===== src/sv/positional_array_list_assert.svh =====
// Assertion macros for the positional array list.
`ifndef POSITIONAL_ARRAY_LIST_ASSERT_SVH
`define POSITIONAL_ARRAY_LIST_ASSERT_SVH

// Same-cycle implication, sampled on clock, off during reset.
`define PAL_ASSERT_NOW(label, ante, cons) \
   label: assert property (@(posedge clock) disable iff (reset) (ante) |-> (cons)) \
      else $error("pal assertion failed");

// Next-cycle implication, sampled on clock, off during reset.
`define PAL_ASSERT_NEXT(label, ante, cons) \
   label: assert property (@(posedge clock) disable iff (reset) (ante) |=> (cons)) \
      else $error("pal assertion failed");

`endif


===== src/sv/pal_pkg.sv =====
// Shared widths, sizes and codes for the positional array list.
package pal_pkg;

   // list sizing
   localparam int CAPACITY   = 16;
   localparam int DATA_WIDTH = 32;
   localparam int ADDR_W     = $clog2(CAPACITY);
   localparam int CNT_W      = $clog2(CAPACITY + 1);

   // channel field widths
   localparam int FUNC_W   = 2;
   localparam int POS_W    = 5;
   localparam int VALUE_W  = 32;
   localparam int STATUS_W = 2;
   localparam int COUNT_W  = 5;

   typedef logic [FUNC_W-1:0]   func_type;
   typedef logic [STATUS_W-1:0] status_type;

   // operation codes
   localparam func_type FN_GET    = 2'd0;
   localparam func_type FN_INSERT = 2'd1;
   localparam func_type FN_DELETE = 2'd2;

   // status codes
   localparam status_type ST_OK    = 2'd0;
   localparam status_type ST_RANGE = 2'd1;
   localparam status_type ST_FULL  = 2'd2;

endpackage


===== src/sv/pal_req_if.sv =====
// Request channel: operation, position and data word.
interface pal_req_if;
   logic                              valid;
   logic                              ready;
   pal_pkg::func_type                 func;
   logic [pal_pkg::POS_W-1:0]         position;
   logic [pal_pkg::VALUE_W-1:0]       item_value;

   modport source (output valid, func, position, item_value, input ready);
   modport sink   (input valid, func, position, item_value, output ready);
endinterface


===== src/sv/pal_rsp_if.sv =====
// Response channel: status, read word and entry count.
interface pal_rsp_if;
   logic                              valid;
   logic                              ready;
   pal_pkg::status_type               status;
   logic [pal_pkg::VALUE_W-1:0]       read_value;
   logic [pal_pkg::COUNT_W-1:0]       count_after;

   modport source (output valid, status, read_value, count_after, input ready);
   modport sink   (input valid, status, read_value, count_after, output ready);
endinterface


===== src/sv/positional_array_list.sv =====
// Top level of the positional array list: sequencer around one list memory.
//
// A fixed-capacity ordered list of words held in one synchronous RAM.
// req_ch carries one operation per transfer: get, insert or delete at a
// position. rsp_ch returns one transfer per request with the status
// (ok, out of range, full), the word read by a successful get (else zero)
// and the entry count after the operation.
// Get reads the word through S_READ; insert shifts the entries from the
// position up through S_INS, one per state, and writes the new word in
// S_PUT; delete shifts the entries above the position down through S_DEL.
// The RAM's one read and one write port move one entry per cycle.
// Rejected requests and appends go straight to S_DONE. One request is worked
// on at a time; req_ch.ready is high only while the sequencer is idle.
// The response sits in an output register; a stalled receiver holds it,
// and the block keeps taking and working one further request meanwhile.
// Reset (synchronous) empties the list and drops any pending response;
// no clearing pass is needed since only entries below the count are read.
`include "positional_array_list_assert.svh"

module positional_array_list (
   input  logic          clock,
   input  logic          reset,
   pal_req_if.sink       req_ch,
   pal_rsp_if.source     rsp_ch
);

   localparam int DW     = pal_pkg::DATA_WIDTH;
   localparam int AW     = pal_pkg::ADDR_W;
   localparam int CW     = pal_pkg::CNT_W;
   localparam int VW     = pal_pkg::VALUE_W;
   localparam int CMP_W  = (pal_pkg::POS_W > CW) ? pal_pkg::POS_W + 1 : CW + 1;

   // sequencer states
   localparam logic [2:0] S_IDLE = 3'd0;
   localparam logic [2:0] S_READ = 3'd1;
   localparam logic [2:0] S_INS  = 3'd2;
   localparam logic [2:0] S_PUT  = 3'd3;
   localparam logic [2:0] S_DEL  = 3'd4;
   localparam logic [2:0] S_DONE = 3'd5;

   logic [2:0]           state_ff, state_in;
   logic [CW-1:0]        count_ff, count_in;
   logic [AW-1:0]        pos_ff, pos_in;
   logic [AW-1:0]        idx_ff, idx_in;
   logic [DW-1:0]        word_ff, word_in;
   pal_pkg::status_type  status_ff, status_in;
   logic [VW-1:0]        value_ff, value_in;

   logic                 rsp_valid_ff, rsp_valid_in;
   pal_pkg::status_type  rsp_status_ff, rsp_status_in;
   logic [VW-1:0]        rsp_value_ff, rsp_value_in;
   logic [pal_pkg::COUNT_W-1:0] rsp_count_ff, rsp_count_in;

   // list memory ports
   logic [DW-1:0]        mem [pal_pkg::CAPACITY];
   logic                 rd_en, wr_en;
   logic [AW-1:0]        rd_addr, wr_addr;
   logic [DW-1:0]        wr_data, rd_q_ff;

   logic                 req_xfer, rsp_free;
   logic [CMP_W-1:0]     pos_w, cnt_w;

   assign req_xfer = req_ch.valid && req_ch.ready;
   assign rsp_free = !rsp_valid_ff || rsp_ch.ready;
   assign pos_w    = CMP_W'(req_ch.position);
   assign cnt_w    = CMP_W'(count_ff);

   assign req_ch.ready       = (state_ff == S_IDLE);
   assign rsp_ch.valid       = rsp_valid_ff;
   assign rsp_ch.status      = rsp_status_ff;
   assign rsp_ch.read_value  = rsp_value_ff;
   assign rsp_ch.count_after = rsp_count_ff;

   // Sequencer. Shifts read one entry and write the previously read one
   // each cycle; the read address always runs two entries ahead of the
   // write address, so the ports never touch the same entry.
   always_comb begin
      state_in  = state_ff;
      count_in  = count_ff;
      pos_in    = pos_ff;
      idx_in    = idx_ff;
      word_in   = word_ff;
      status_in = status_ff;
      value_in  = value_ff;
      rd_en     = 1'b0;
      rd_addr   = idx_ff;
      wr_en     = 1'b0;
      wr_addr   = idx_ff;
      wr_data   = rd_q_ff;
      rsp_valid_in  = rsp_valid_ff && !rsp_ch.ready;
      rsp_status_in = rsp_status_ff;
      rsp_value_in  = rsp_value_ff;
      rsp_count_in  = rsp_count_ff;

      unique case (state_ff)
         S_IDLE: begin
            if (req_xfer) begin
               pos_in    = AW'(req_ch.position);
               word_in   = DW'(req_ch.item_value);
               value_in  = '0;
               status_in = pal_pkg::ST_RANGE;
               state_in  = S_DONE;
               unique case (req_ch.func)
                  pal_pkg::FN_GET: begin
                     if (pos_w < cnt_w) begin
                        rd_en     = 1'b1;
                        rd_addr   = AW'(req_ch.position);
                        status_in = pal_pkg::ST_OK;
                        state_in  = S_READ;
                     end
                  end
                  pal_pkg::FN_INSERT: begin
                     if (pos_w > cnt_w) begin
                        status_in = pal_pkg::ST_RANGE;
                     end else if (count_ff == CW'(pal_pkg::CAPACITY)) begin
                        status_in = pal_pkg::ST_FULL;
                     end else begin
                        status_in = pal_pkg::ST_OK;
                        count_in  = count_ff + 1'b1;
                        if (pos_w == cnt_w) begin
                           // append: no shift needed
                           wr_en   = 1'b1;
                           wr_addr = AW'(req_ch.position);
                           wr_data = DW'(req_ch.item_value);
                        end else begin
                           rd_en    = 1'b1;
                           rd_addr  = AW'(count_ff - 1'b1);
                           idx_in   = AW'(count_ff);
                           state_in = S_INS;
                        end
                     end
                  end
                  pal_pkg::FN_DELETE: begin
                     if (pos_w < cnt_w) begin
                        status_in = pal_pkg::ST_OK;
                        count_in  = count_ff - 1'b1;
                        if (pos_w + 1'b1 < cnt_w) begin
                           rd_en    = 1'b1;
                           rd_addr  = AW'(pos_w + 1'b1);
                           idx_in   = AW'(req_ch.position);
                           state_in = S_DEL;
                        end
                     end
                  end
                  default: begin
                     status_in = pal_pkg::ST_RANGE;
                  end
               endcase
            end
         end
         S_READ: begin
            value_in = VW'(rd_q_ff);
            state_in = S_DONE;
         end
         S_INS: begin
            // move entry idx-1 up to idx; fetch the next one down
            wr_en   = 1'b1;
            wr_addr = idx_ff;
            if ({1'b0, idx_ff} > ({1'b0, pos_ff} + 1'b1)) begin
               rd_en   = 1'b1;
               rd_addr = idx_ff - AW'(2);
               idx_in  = idx_ff - 1'b1;
            end else begin
               state_in = S_PUT;
            end
         end
         S_PUT: begin
            wr_en    = 1'b1;
            wr_addr  = pos_ff;
            wr_data  = word_ff;
            state_in = S_DONE;
         end
         S_DEL: begin
            // move entry idx+1 down to idx; count already holds the new value
            wr_en   = 1'b1;
            wr_addr = idx_ff;
            if ((CW + 1)'(idx_ff) + 1'b1 < (CW + 1)'(count_ff)) begin
               rd_en   = 1'b1;
               rd_addr = AW'((CW + 1)'(idx_ff) + 2'd2);
               idx_in  = idx_ff + 1'b1;
            end else begin
               state_in = S_DONE;
            end
         end
         S_DONE: begin
            if (rsp_free) begin
               rsp_valid_in  = 1'b1;
               rsp_status_in = status_ff;
               rsp_value_in  = value_ff;
               rsp_count_in  = pal_pkg::COUNT_W'(count_ff);
               state_in      = S_IDLE;
            end
         end
         default: begin
            state_in = S_IDLE;
         end
      endcase
   end

   // control registers
   always_ff @(posedge clock) begin
      if (reset) begin
         state_ff     <= S_IDLE;
         count_ff     <= '0;
         rsp_valid_ff <= 1'b0;
      end else begin
         state_ff     <= state_in;
         count_ff     <= count_in;
         rsp_valid_ff <= rsp_valid_in;
      end
   end

   // payload registers
   always_ff @(posedge clock) begin
      pos_ff        <= pos_in;
      idx_ff        <= idx_in;
      word_ff       <= word_in;
      status_ff     <= status_in;
      value_ff      <= value_in;
      rsp_status_ff <= rsp_status_in;
      rsp_value_ff  <= rsp_value_in;
      rsp_count_ff  <= rsp_count_in;
   end

   // list memory: one write port, one registered read port
   always_ff @(posedge clock) begin
      if (wr_en) begin
         mem[wr_addr] <= wr_data;
      end
      if (rd_en) begin
         rd_q_ff <= mem[rd_addr];
      end
   end

   // checks
   `PAL_ASSERT_NOW(a_count_bound, 1'b1, count_ff <= CW'(pal_pkg::CAPACITY))
   `PAL_ASSERT_NOW(a_port_apart, rd_en && wr_en, rd_addr != wr_addr)
   `PAL_ASSERT_NEXT(a_busy_after_req, req_xfer, state_ff != S_IDLE)
   `PAL_ASSERT_NEXT(a_hold_done, state_ff == S_DONE && !rsp_free,
                    state_ff == S_DONE && rsp_valid_ff)

endmodule

===== src/flat_wrapper.sv =====
// flat-port wrapper written by rule: the top's interface ports become plain ports
module positional_array_list_flat 
  (clock, reset, req_ch_valid, req_ch_func, req_ch_position, req_ch_item_value, req_ch_ready, rsp_ch_valid, rsp_ch_status, rsp_ch_read_value, rsp_ch_count_after, rsp_ch_ready);
  pal_req_if req_ch_i ();
  pal_rsp_if rsp_ch_i ();
  input  logic clock;
  input  logic reset;
  input wire logic [$bits(req_ch_i.valid)-1:0] req_ch_valid;
  input wire logic [$bits(req_ch_i.func)-1:0] req_ch_func;
  input wire logic [$bits(req_ch_i.position)-1:0] req_ch_position;
  input wire logic [$bits(req_ch_i.item_value)-1:0] req_ch_item_value;
  output wire logic [$bits(req_ch_i.ready)-1:0] req_ch_ready;
  output wire logic [$bits(rsp_ch_i.valid)-1:0] rsp_ch_valid;
  output wire logic [$bits(rsp_ch_i.status)-1:0] rsp_ch_status;
  output wire logic [$bits(rsp_ch_i.read_value)-1:0] rsp_ch_read_value;
  output wire logic [$bits(rsp_ch_i.count_after)-1:0] rsp_ch_count_after;
  input wire logic [$bits(rsp_ch_i.ready)-1:0] rsp_ch_ready;
  assign req_ch_i.valid = req_ch_valid;
  assign req_ch_i.func = req_ch_func;
  assign req_ch_i.position = req_ch_position;
  assign req_ch_i.item_value = req_ch_item_value;
  assign req_ch_ready = req_ch_i.ready;
  assign rsp_ch_valid = rsp_ch_i.valid;
  assign rsp_ch_status = rsp_ch_i.status;
  assign rsp_ch_read_value = rsp_ch_i.read_value;
  assign rsp_ch_count_after = rsp_ch_i.count_after;
  assign rsp_ch_i.ready = rsp_ch_ready;
  positional_array_list u_core (.clock(clock), .reset(reset), .req_ch(req_ch_i), .rsp_ch(rsp_ch_i));
endmodule

===== config.mk =====
export PLATFORM = sky130hd
export DESIGN_NAME = positional_array_list_flat
export DESIGN_NICKNAME = d
export VERILOG_FILES = /design/src/sv/pal_pkg.sv /design/src/sv/pal_req_if.sv /design/src/sv/pal_rsp_if.sv /design/src/sv/positional_array_list.sv /design/src/flat_wrapper.sv
export VERILOG_INCLUDE_DIRS = /design/src /design/src/sv
export SDC_FILE = /design/constraint.sdc
export NUM_CORES = 1
export LEC_CHECK = 0
export BUFFER_PORTS_ARGS = -buffer_cell sky130_fd_sc_hd__clkbuf_2
export CAP_MARGIN = 5
export CORE_MARGIN = 10
export CORE_UTILIZATION = 56
export DETAILED_ROUTE_END_ITERATION = 6
export PLACE_DENSITY = 0.76
export SKIP_CTS_REPAIR_TIMING = 1
export SLEW_MARGIN = 20
export SYNTH_ARGS = -nofsm -noshare
export SYNTH_HDL_FRONTEND = slang
export SYNTH_SLANG_ARGS = --single-unit

===== constraint.sdc =====
create_clock -name clock -period 3.9 [get_ports clock]
set_input_delay 0.195 -clock clock [delete_from_list [all_inputs] [get_ports clock]]
set_output_delay 0.195 -clock clock [all_outputs]
set_load 0.01 [all_outputs]

==> results of run 1 <==
-- logic make-up (layout without fill, tap and decap cells) --
| family | Yosys count | in the layout | synth area share |
|---|---|---|---|
| adders and majority gates | 32 | 32 | 0.0152 |
| muxes | 226 | 226 | 0.146 |
| AOI/OAI and AO/OA | 113 | 113 | 0.0302 |
| and+or+nand+nor | 217 | 217 | 0.0398 |
| DFF | 666 | 666 | 0.743 |
| buffers and inverters | 78 | 342 | 0.0213 |
| xor gates and xnor gates | 15 | 15 | 0.00490 |
-- routing by layer --
metal,global-route usage,vias up
li1,-,5900
met1,0.274,7218
met2,0.350,644
met3,0.0317,106
met4,0.0668,0
met5,0,-
-- worst reg2reg max path, cell delays in order (launching register included) --
cell and delay, ns:
edfxtp_1 0.43, ha_1 0.25, xnor2_1 0.13, ha_1 0.29, and4_1 0.20, a31oi_1 0.23, o21ai_1 0.14, a21oi_1 0.16
o21bai_1 0.14, a221oi_4 0.36, buf_12 0.22, buf_16 0.22, mux4_2 0.34, mux2i_2 0.20, mux2i_1 0.11
-- synth_stat cells, types with 4 or more instances --
cell | number | area (um2)
buf_6 | 5 | 56.3
clkbuf_1 | 16 | 60.1
buf_12 | 11 | 220
buf_4 | 4 | 30.0
xnor2_1 | 10 | 87.6
a22oi_1 | 36 | 270
nand3_1 | 9 | 45.0
nor2_1 | 40 | 150
and2_1 | 32 | 200
nand2_1 | 93 | 349
a21oi_1 | 17 | 85.1
buf_2 | 17 | 85.1
or3_1 | 4 | 25.0
ha_1 | 31 | 388
nor3_1 | 6 | 30.0
edfxtp_1 | 657 | 19700
a31oi_1 | 7 | 43.8
nor2b_1 | 5 | 31.3
mux4_1 | 10 | 263
xor2_1 | 5 | 43.8
a21o_1 | 6 | 45.0
mux2i_1 | 98 | 981
nand2b_1 | 7 | 43.8
inv_1 | 19 | 71.3
o21ai_0 | 14 | 70.1
mux4_2 | 118 | 2660
dfxtp_1 | 9 | 180
-- where the power goes --
group | total [mW] | switching, mW | internal (mW)
clock network | 6.22 | 2.59 | 3.63
registers | 9.97 | 0.307 | 9.66
logic | 7.97 | 4.38 | 3.59
-- worst max-delay path by stage --
stage                               endpoint  cells after the start          startpoint
after floorplan             u_core.mem[6][0]                     12  u_core.count_ff[3]
after global placement    u_core.rd_q_ff[21]                     13  u_core.count_ff[1]
after detailed placement  u_core.rd_q_ff[15]                     13  u_core.count_ff[1]
after CTS                 u_core.rd_q_ff[15]                     13  u_core.count_ff[1]
after global routing       u_core.rd_q_ff[9]                     14    u_core.idx_ff[1]
final                     u_core.rd_q_ff[15]                     14    u_core.pos_ff[0]
-- flip-flops by register name, summed over array words and instances, names as in the netlist --
name                       count
u_core.value_ff               32
u_core.rsp_ch.status           2
u_core.state_ff                3
u_core.count_ff                5
u_core.rsp_ch.count_after      5
u_core.rd_q_ff                32
u_core.pos_ff                  4
u_core.status_ff               2
u_core.word_ff                32
u_core.idx_ff                  4
u_core.mem                   512
u_core.rsp_ch.valid            1
u_core.rsp_ch.read_value      32
-- metrics by stage --
stage / std cells / instance area [um2] / TNS, ns / worst slack (ns) / util
2_1_floorplan: 1347 / 26800 / -65.70 / -0.295 / -
3_3_place_gp: 2065 / 28700 / 0 / 0.213 / 0.603
3_5_place_dp: 2065 / 28700 / 0 / 0.0328 / 0.603
4_1_cts: 2178 / 30800 / -0.00390 / -0.00390 / 0.647
5_1_grt: 2226 / 31300 / -0.00594 / -0.00594 / 0.658
6_report: 2226 / 31300 / 0 / 0.193 / 0.658
-- area by class of cell --
class                           count  share of cell area
Multi-Input combinational cell    603               0.208
Timing Repair Buffer              210              0.0612
Clock inverter                     43              0.0164
Inverter                           19             0.00228
Sequential cell                   666               0.636
Clock buffer                       70              0.0506
Tap cell                          615              0.0246
==> results.toml, run 1 <==
[layout]
mostFrequentLayoutCells = "edfxtp_1 (657), mux4_2 (118), mux2i_1 (97)"
area.growth.synth_to_final_pct = 16.7
seq_area_mm2 = 0.0199
num-fill-cells = 2966
drive_above_1_share = 0.263
finalNetCount = 1636
final_common_cell = "edfxtp_1"
multi_input_comb_area_mm2 = 0.00652
num_antenna_cells = 0

[placement]
port_buffers = 83
place_congestion = 0.849
place.detailed.hpwl_um = 33500

[sta]
setup_violations = 0
period_share = 0.951
whs_ns = 0.0298
finalHoldViolCount = 0
tightest_slew_ns = 0.734
timing.fmax_ghz = 0.270
clock_skew_ns = 0.0180
period_needed_ns = 3.71
maxSlewViolCount = 0
slew_headroom = 0.511

[floorplanning]
initial_utilization = 0.564
die_x_um = 239
die_area_mm2 = 0.0570
num_rows = 80
die_height_um = 239
io_pins = 84
core_region_area_mm2 = 0.0475

[setup_path]
worst_path_most_repeated_cell = "ha_1"
path_cells = "ha_1, xnor2_1, ha_1, and4_1, a31oi_1, o21ai_1, a21oi_1, o21bai_1, a221oi_4, buf_12, buf_16, mux4_2, mux2i_2, mux2i_1"
crit_buf_inv = 2
path_max_fanout = 28
r2r_start = "u_core.pos_ff[0]"
reg2reg_setup_slack_ns = 0.19
cp.required_ns = 4.26
endpoint_kind = "register"
arrival_ns = 4.07
crit_slowest_cell = "edfxtp_1"
critPathTopFamily = "compound AO/OA/AOI/OAI gates"
path_class = "reg -> reg"
r2r_end = "u_core.rd_q_ff[15]"
worstSetupStartpointType = "register"
max_stage_delay_ns = 0.43
rr_worst_depth = 14

[hold_path]
hp-class = "in -> reg"
min_from = "req_ch_valid"
whs_path_depth = 3
hold_path_end = "u_core.state_ff[2]"

[power_and_ir_drop]
powerDensity_mw_per_mm2 = 772
ir_worst_vdd_uv = 480
leakage_nw = 10.9
p_total_mw = 24.2

[global_routing]
overflow = 0
track_usage = 0.207
grt_pass1_vias = 14000
antenna_found_initial = 1
grt_pass1_wl_um = 88400
grt_max_degree = 39

[clock_tree]
cts_sinks = 666
insertion_delay_ns = 0.64
h-tree-depth = 2
root_buffer = "clkbuf_16"
cts_tree = "done"
clkTransAtPathRegs_ns = 0.06
cts_buffers = 61
clockBufferDepth = 3

[detailed_routing]
antenna_left = 0
wl_per_cell_um = 26.9
vias_per_cell = 6.23
wl_um = 59900
m1WireLength_um = 23600
drc = 0
wl_met2_um = 30500
vias = 13900
drtIter0Drc = 1478
wl_met3_um = 4260
top_layer_used = "met4"
dr.pass1.iters = 5

[flow_run]
cap_violations = 0

[status]
status = "finished clean"

[synth]
yosysSeqAreaShare = 0.743
async_reset_ff_frac = 0
ys_ff_latch = 666
synth_edf_count = 657
avgSynthCellArea_um2 = 19.9
synth.cell_area_mm2 = 0.0268
synthFlopType = "edfxtp_1"
syn_inst = 1347
synth_cell_types = 63
ys.warnings.count = 0
synth.net_count = 1422
Power figures use the tool's default switching activity.
==> run 2, diff against run 1 <==
BUFFER_PORTS_ARGS = unset   (was -buffer_cell sky130_fd_sc_hd__clkbuf_2)
CORE_UTILIZATION = 41   (was 56)
DONT_BUFFER_PORTS = 1   (was unset)
HOLD_SLACK_MARGIN = 0.06   (was unset)
PLACE_DENSITY = unset   (was 0.76)
==> results.toml, run 2 (synthesis gave the netlist of run 1 again) <==
[status]
status = "finished clean"

[floorplanning]
die_area_mm2 = 0.0760
initial_utilization = 0.415
io_pins = 84
num_rows = 93
die_x_um = 276
core_region_area_mm2 = 0.0646
die_height_um = 276

[global_routing]
grt_pass1_vias = 13600
grt_pass1_wl_um = 91100
grt_max_degree = 40
overflow = 0
antenna_found_initial = 0
track_usage = 0.163

[placement]
place_congestion = 0.808
port_buffers = 0
pre_cts_slack_ns = 0.0542
place.detailed.hpwl_um = 35800

[clock_tree]
insertion_delay_ns = 0.60
cts_sinks = 666
cts_tree = "done"
clkTransAtPathRegs_ns = 0.06
cts_buffers = 69
clockBufferDepth = 3
root_buffer = "clkbuf_16"
h-tree-depth = 3

[layout]
regMostFlops = "u_core.mem"
largest_reg_flops = 512
num_antenna_cells = 0
final_common_cell = "edfxtp_1"
drive_above_1_share = 0.221
finalNetCount = 1560
mostFrequentLayoutCells = "edfxtp_1 (657), mux4_2 (118), mux2i_1 (98)"
area.growth.synth_to_final_pct = 16.8

[flow_run]
cap_violations = 0

[detailed_routing]
vias_per_cell = 5.55
wl_um = 62600
wl_per_cell_um = 26.2
dr.pass1.iters = 5
drtIter0Drc = 1172
drc = 0
vias = 13200
antenna_left = 0

[power_and_ir_drop]
powerDensity_mw_per_mm2 = 767
p_total_mw = 24.0
ir_worst_vdd_uv = 450
leakage_nw = 10.6

[sta]
setup_violations = 0
whs_ns = 0.0309
maxSlewViolCount = 0
timing.fmax_ghz = 0.267
clock_skew_ns = 0.0210
period_share = 0.961
setup_slack_ns = 0.151
setup_tns_ns = 0
finalHoldViolCount = 0
tightest_slew_ns = 1.01
slew_headroom = 0.329
period_needed_ns = 3.75

[setup_path]
rr_worst_depth = 15
worstSetupStartpoint = "u_core.pos_ff[0]"
cp.required_ns = 4.24
r2r_end = "u_core.rd_q_ff[20]"
path_max_fanout = 28
worstSetupStartpointType = "register"
arrival_ns = 4.09
crit_end = "u_core.rd_q_ff[20]"
r2r_start = "u_core.pos_ff[0]"
reg2reg_setup_slack_ns = 0.15
path_class = "reg -> reg"
endpoint_kind = "register"

[hold_path]
hp-class = "in -> reg"
==> run 2: how the worst min path moves through the flow <==
stage                       start                   to  slack, ns  cells after the start
3_3_place_gp                reset   u_core.count_ff[2]       0.27                      1
3_5_place_dp                reset  u_core.rsp_ch.valid       0.27                      1
6_report             req_ch_valid   u_core.state_ff[2]       0.03                      4
5_1_grt              req_ch_valid   u_core.state_ff[2]       0.08                      4
2_1_floorplan  req_ch_position[0]     u_core.pos_ff[0]       0.29                      0
4_1_cts                     reset   u_core.count_ff[2]      -0.37                      1
==> run 2: layer usage <==
metal	track usage	wire length [um]	part of all wire	vias up
li1	-	-	-	5738
met1	0.216	26600	0.43	6993
met2	0.272	31000	0.50	408
met3	0.0312	3630	0.058	92
met4	0.0475	1340	0.021	0
met5	0	0	0	-
==> run 2: report_power, final <==
group	total, mW	internal, mW	leakage, nW	switching (mW)
sequential	9.98	9.67	6.05	0.316
clock	6.22	3.58	1.03	2.64
combinational	7.82	3.52	3.51	4.30
==> run 2: cell type report <==
class	instances	area, um2
multi-input combinational	603	6530
fill	5232	33300
inverter	19	71.3
clock inverter	29	246
tap	855	1070
sequential	666	19900
timing repair buffer	126	1620
clock buffer	88	1860
==> run 2: per-stage QoR <==
| stage | utilization | instances | area, um2 |
|---|---|---|---|
| after floorplan | - | 1347 | 26800 |
| after global placement | 0.445 | 2226 | 28800 |
| after detailed placement | 0.445 | 2226 | 28800 |
| after CTS | 0.478 | 2343 | 30900 |
| after global routing | 0.485 | 2386 | 31300 |
| final | 0.485 | 2386 | 31300 |
==> run 2: worst max-delay path, stage by stage (launching register included) <==
cell	delay, ns
edfxtp_1	0.43
ha_1	0.27
xnor2_1	0.15
ha_1	0.29
and4_1	0.23
a31oi_2	0.19
o21ai_1	0.13
a21oi_1	0.16
o21bai_1	0.15
a221oi_4	0.30
buf_4	0.16
buf_12	0.17
buf_16	0.21
mux4_2	0.33
mux2i_1	0.20
mux2i_1	0.10
==> run 3, diff against run 2 <==
BUFFER_PORTS_ARGS = -buffer_cell sky130_fd_sc_hd__clkbuf_2   (was unset)
DONT_BUFFER_PORTS = unset   (was 1)
==> results.toml, run 3 (synthesis gave the netlist of run 1 again) <==
[status]
status = "finished clean"

[hold_path]
hp-class = "in -> reg"
min_from = "req_ch_func[1]"

[placement]
place.detailed.hpwl_um = 37100
place_inst = 2316
port_buffers = 83
place_congestion = 0.833
pre_cts_slack_ns = 0.0461

[power_and_ir_drop]
combPwrFrac = 0.333
powerDensity_mw_per_mm2 = 773
ir_worst_vdd_uv = 474
power_frac_seq = 0.405
p_sw_mw = 7.44
clkPwrFrac = 0.263
power.share.switching = 0.302
p_int_mw = 17.2
leakage_nw = 11.0
p_total_mw = 24.6

[clock_tree]
cts_tree = "done"
root_buffer = "clkbuf_16"
clkTransAtPathRegs_ns = 0.06
h-tree-depth = 3
clockBufferDepth = 3
insertion_delay_ns = 0.61
cts_buffers = 71
cts_sinks = 666

[sta]
period_share = 0.956
maxSlewViolCount = 0
finalHoldViolCount = 0
period_needed_ns = 3.73
tightest_slew_ns = 0.837
setup_slack_ns = 0.172
clock_skew_ns = 0.0176
slew_headroom = 0.441
setup_violations = 0
timing.fmax_ghz = 0.268

[global_routing]
grtUsageMet2 = 0.279
antenna_found_initial = 0
overflow = 0
grt_util_met3 = 0.0287
met1_usage = 0.222
track_usage = 0.168
grt_pass1_wl_um = 93000
grt_max_degree = 37
grt_pass1_vias = 14000
grt_most_used_layer = "met2"

[detailed_routing]
antenna_left = 0
drtIter0Drc = 1161
wl_per_cell_um = 25.5
vias = 13700
dr.pass1.iters = 5
wl_um = 63500
vias_per_cell = 5.49
drc = 0

[setup_path]
arrival_ns = 4.07
endpoint_kind = "register"
worstSetupStartpointType = "register"
worstSetupStartpoint = "u_core.pos_ff[1]"
max_stage_delay_ns = 0.46
path_cells = "ha_1, xnor2_1, ha_1, and4_1, a31oi_2, o21ai_1, a21oi_1, o21bai_1, a221oi_4, buf_12, buf_12, mux4_2, mux2i_1, mux2i_1"
crit_slowest_cell = "edfxtp_1"
cp.required_ns = 4.24
path_max_fanout = 21
r2r_start = "u_core.pos_ff[1]"
path_class = "reg -> reg"

[floorplanning]
die_height_um = 276
initial_utilization = 0.415
die_area_mm2 = 0.0760
core_region_area_mm2 = 0.0646
io_pins = 84
num_rows = 93
die_x_um = 276

[layout]
final_common_cell = "edfxtp_1"
num_antenna_cells = 0
drive_above_1_share = 0.269
largest_reg_flops = 512
finalNetCount = 1657
regMostFlops = "u_core.mem"
area.growth.synth_to_final_pct = 18.9
final-instance-count-excl-fill = 2490
final_core_util = 0.493
mostFrequentLayoutCells = "edfxtp_1 (657), mux4_2 (118), mux2i_1 (97)"

[flow_run]
cap_violations = 0
[run 3: cell types whose count changed in the layout (fill, tap and decap cells not counted), sizes merged]
cell / delta
clkinv: +6
buf: +11
bufinv: +1
clkbuf: +87
clkinvlp: -1
[run 3: worst max-delay path, delay by kind of cell (launching register included)]
| family | cells | cell delay (ns) |
|---|---|---|
| AO/OA/AOI/OAI | 5 | 1.05 |
| multiplexers | 3 | 0.61 |
| adder cells (fa/ha/maj) | 2 | 0.54 |
| flip-flops | 1 | 0.46 |
| buffers and inverters | 2 | 0.41 |
| AND/OR/NAND/NOR | 1 | 0.22 |
| XOR/XNOR | 1 | 0.14 |
[run 3: power groups by stage]
stage / combinational [mW] / clock, mW / sequential [mW]
CTS: 8.13 / 6.59 / 9.96
global route: 8.88 / 6.86 / 10.0
floorplan: 5.56 / 0 / 10.0
global placement: 7.96 / 0 / 10.1
finish: 8.19 / 6.46 / 9.96
detailed placement: 8.12 / 0 / 10.1
[run 3: stage by stage]
step           area, um2  hold slack (ns)  TNS, ns
4_1_cts            31400           -0.247        0
5_1_grt            31900            0.276  -0.0821
2_1_floorplan      26800            0.294   -65.70
3_5_place_dp       29100            0.391        0
3_3_place_gp       29100            0.390        0
6_report           31900            0.235        0
[run 3: layer usage]
metal | wire (um) | share of wire
met1 | 26700 | 0.42
met2 | 31600 | 0.50
met3 | 3770 | 0.059
met4 | 1410 | 0.022
met5 | 0 | 0
[run 3: area by class of cell]
class,count,area (um2)
well taps,855,1070
fillers,5232,32700
multi-input cells,603,6540
inverters,19,71.3
clock buffers,91,1940
clock inverters,35,283
repair buffers,221,2050
flip-flops and latches,666,19900
[run 3: worst paths after layout]
kind                                   to  slack [ns]  depth (start not counted)
max                    u_core.rd_q_ff[27]        0.17                         14
min                   u_core.status_ff[0]        0.23                          3
max reg2reg            u_core.rd_q_ff[27]        0.17                         14
min reg2reg  u_core.rsp_ch.read_value[26]        0.42                          0
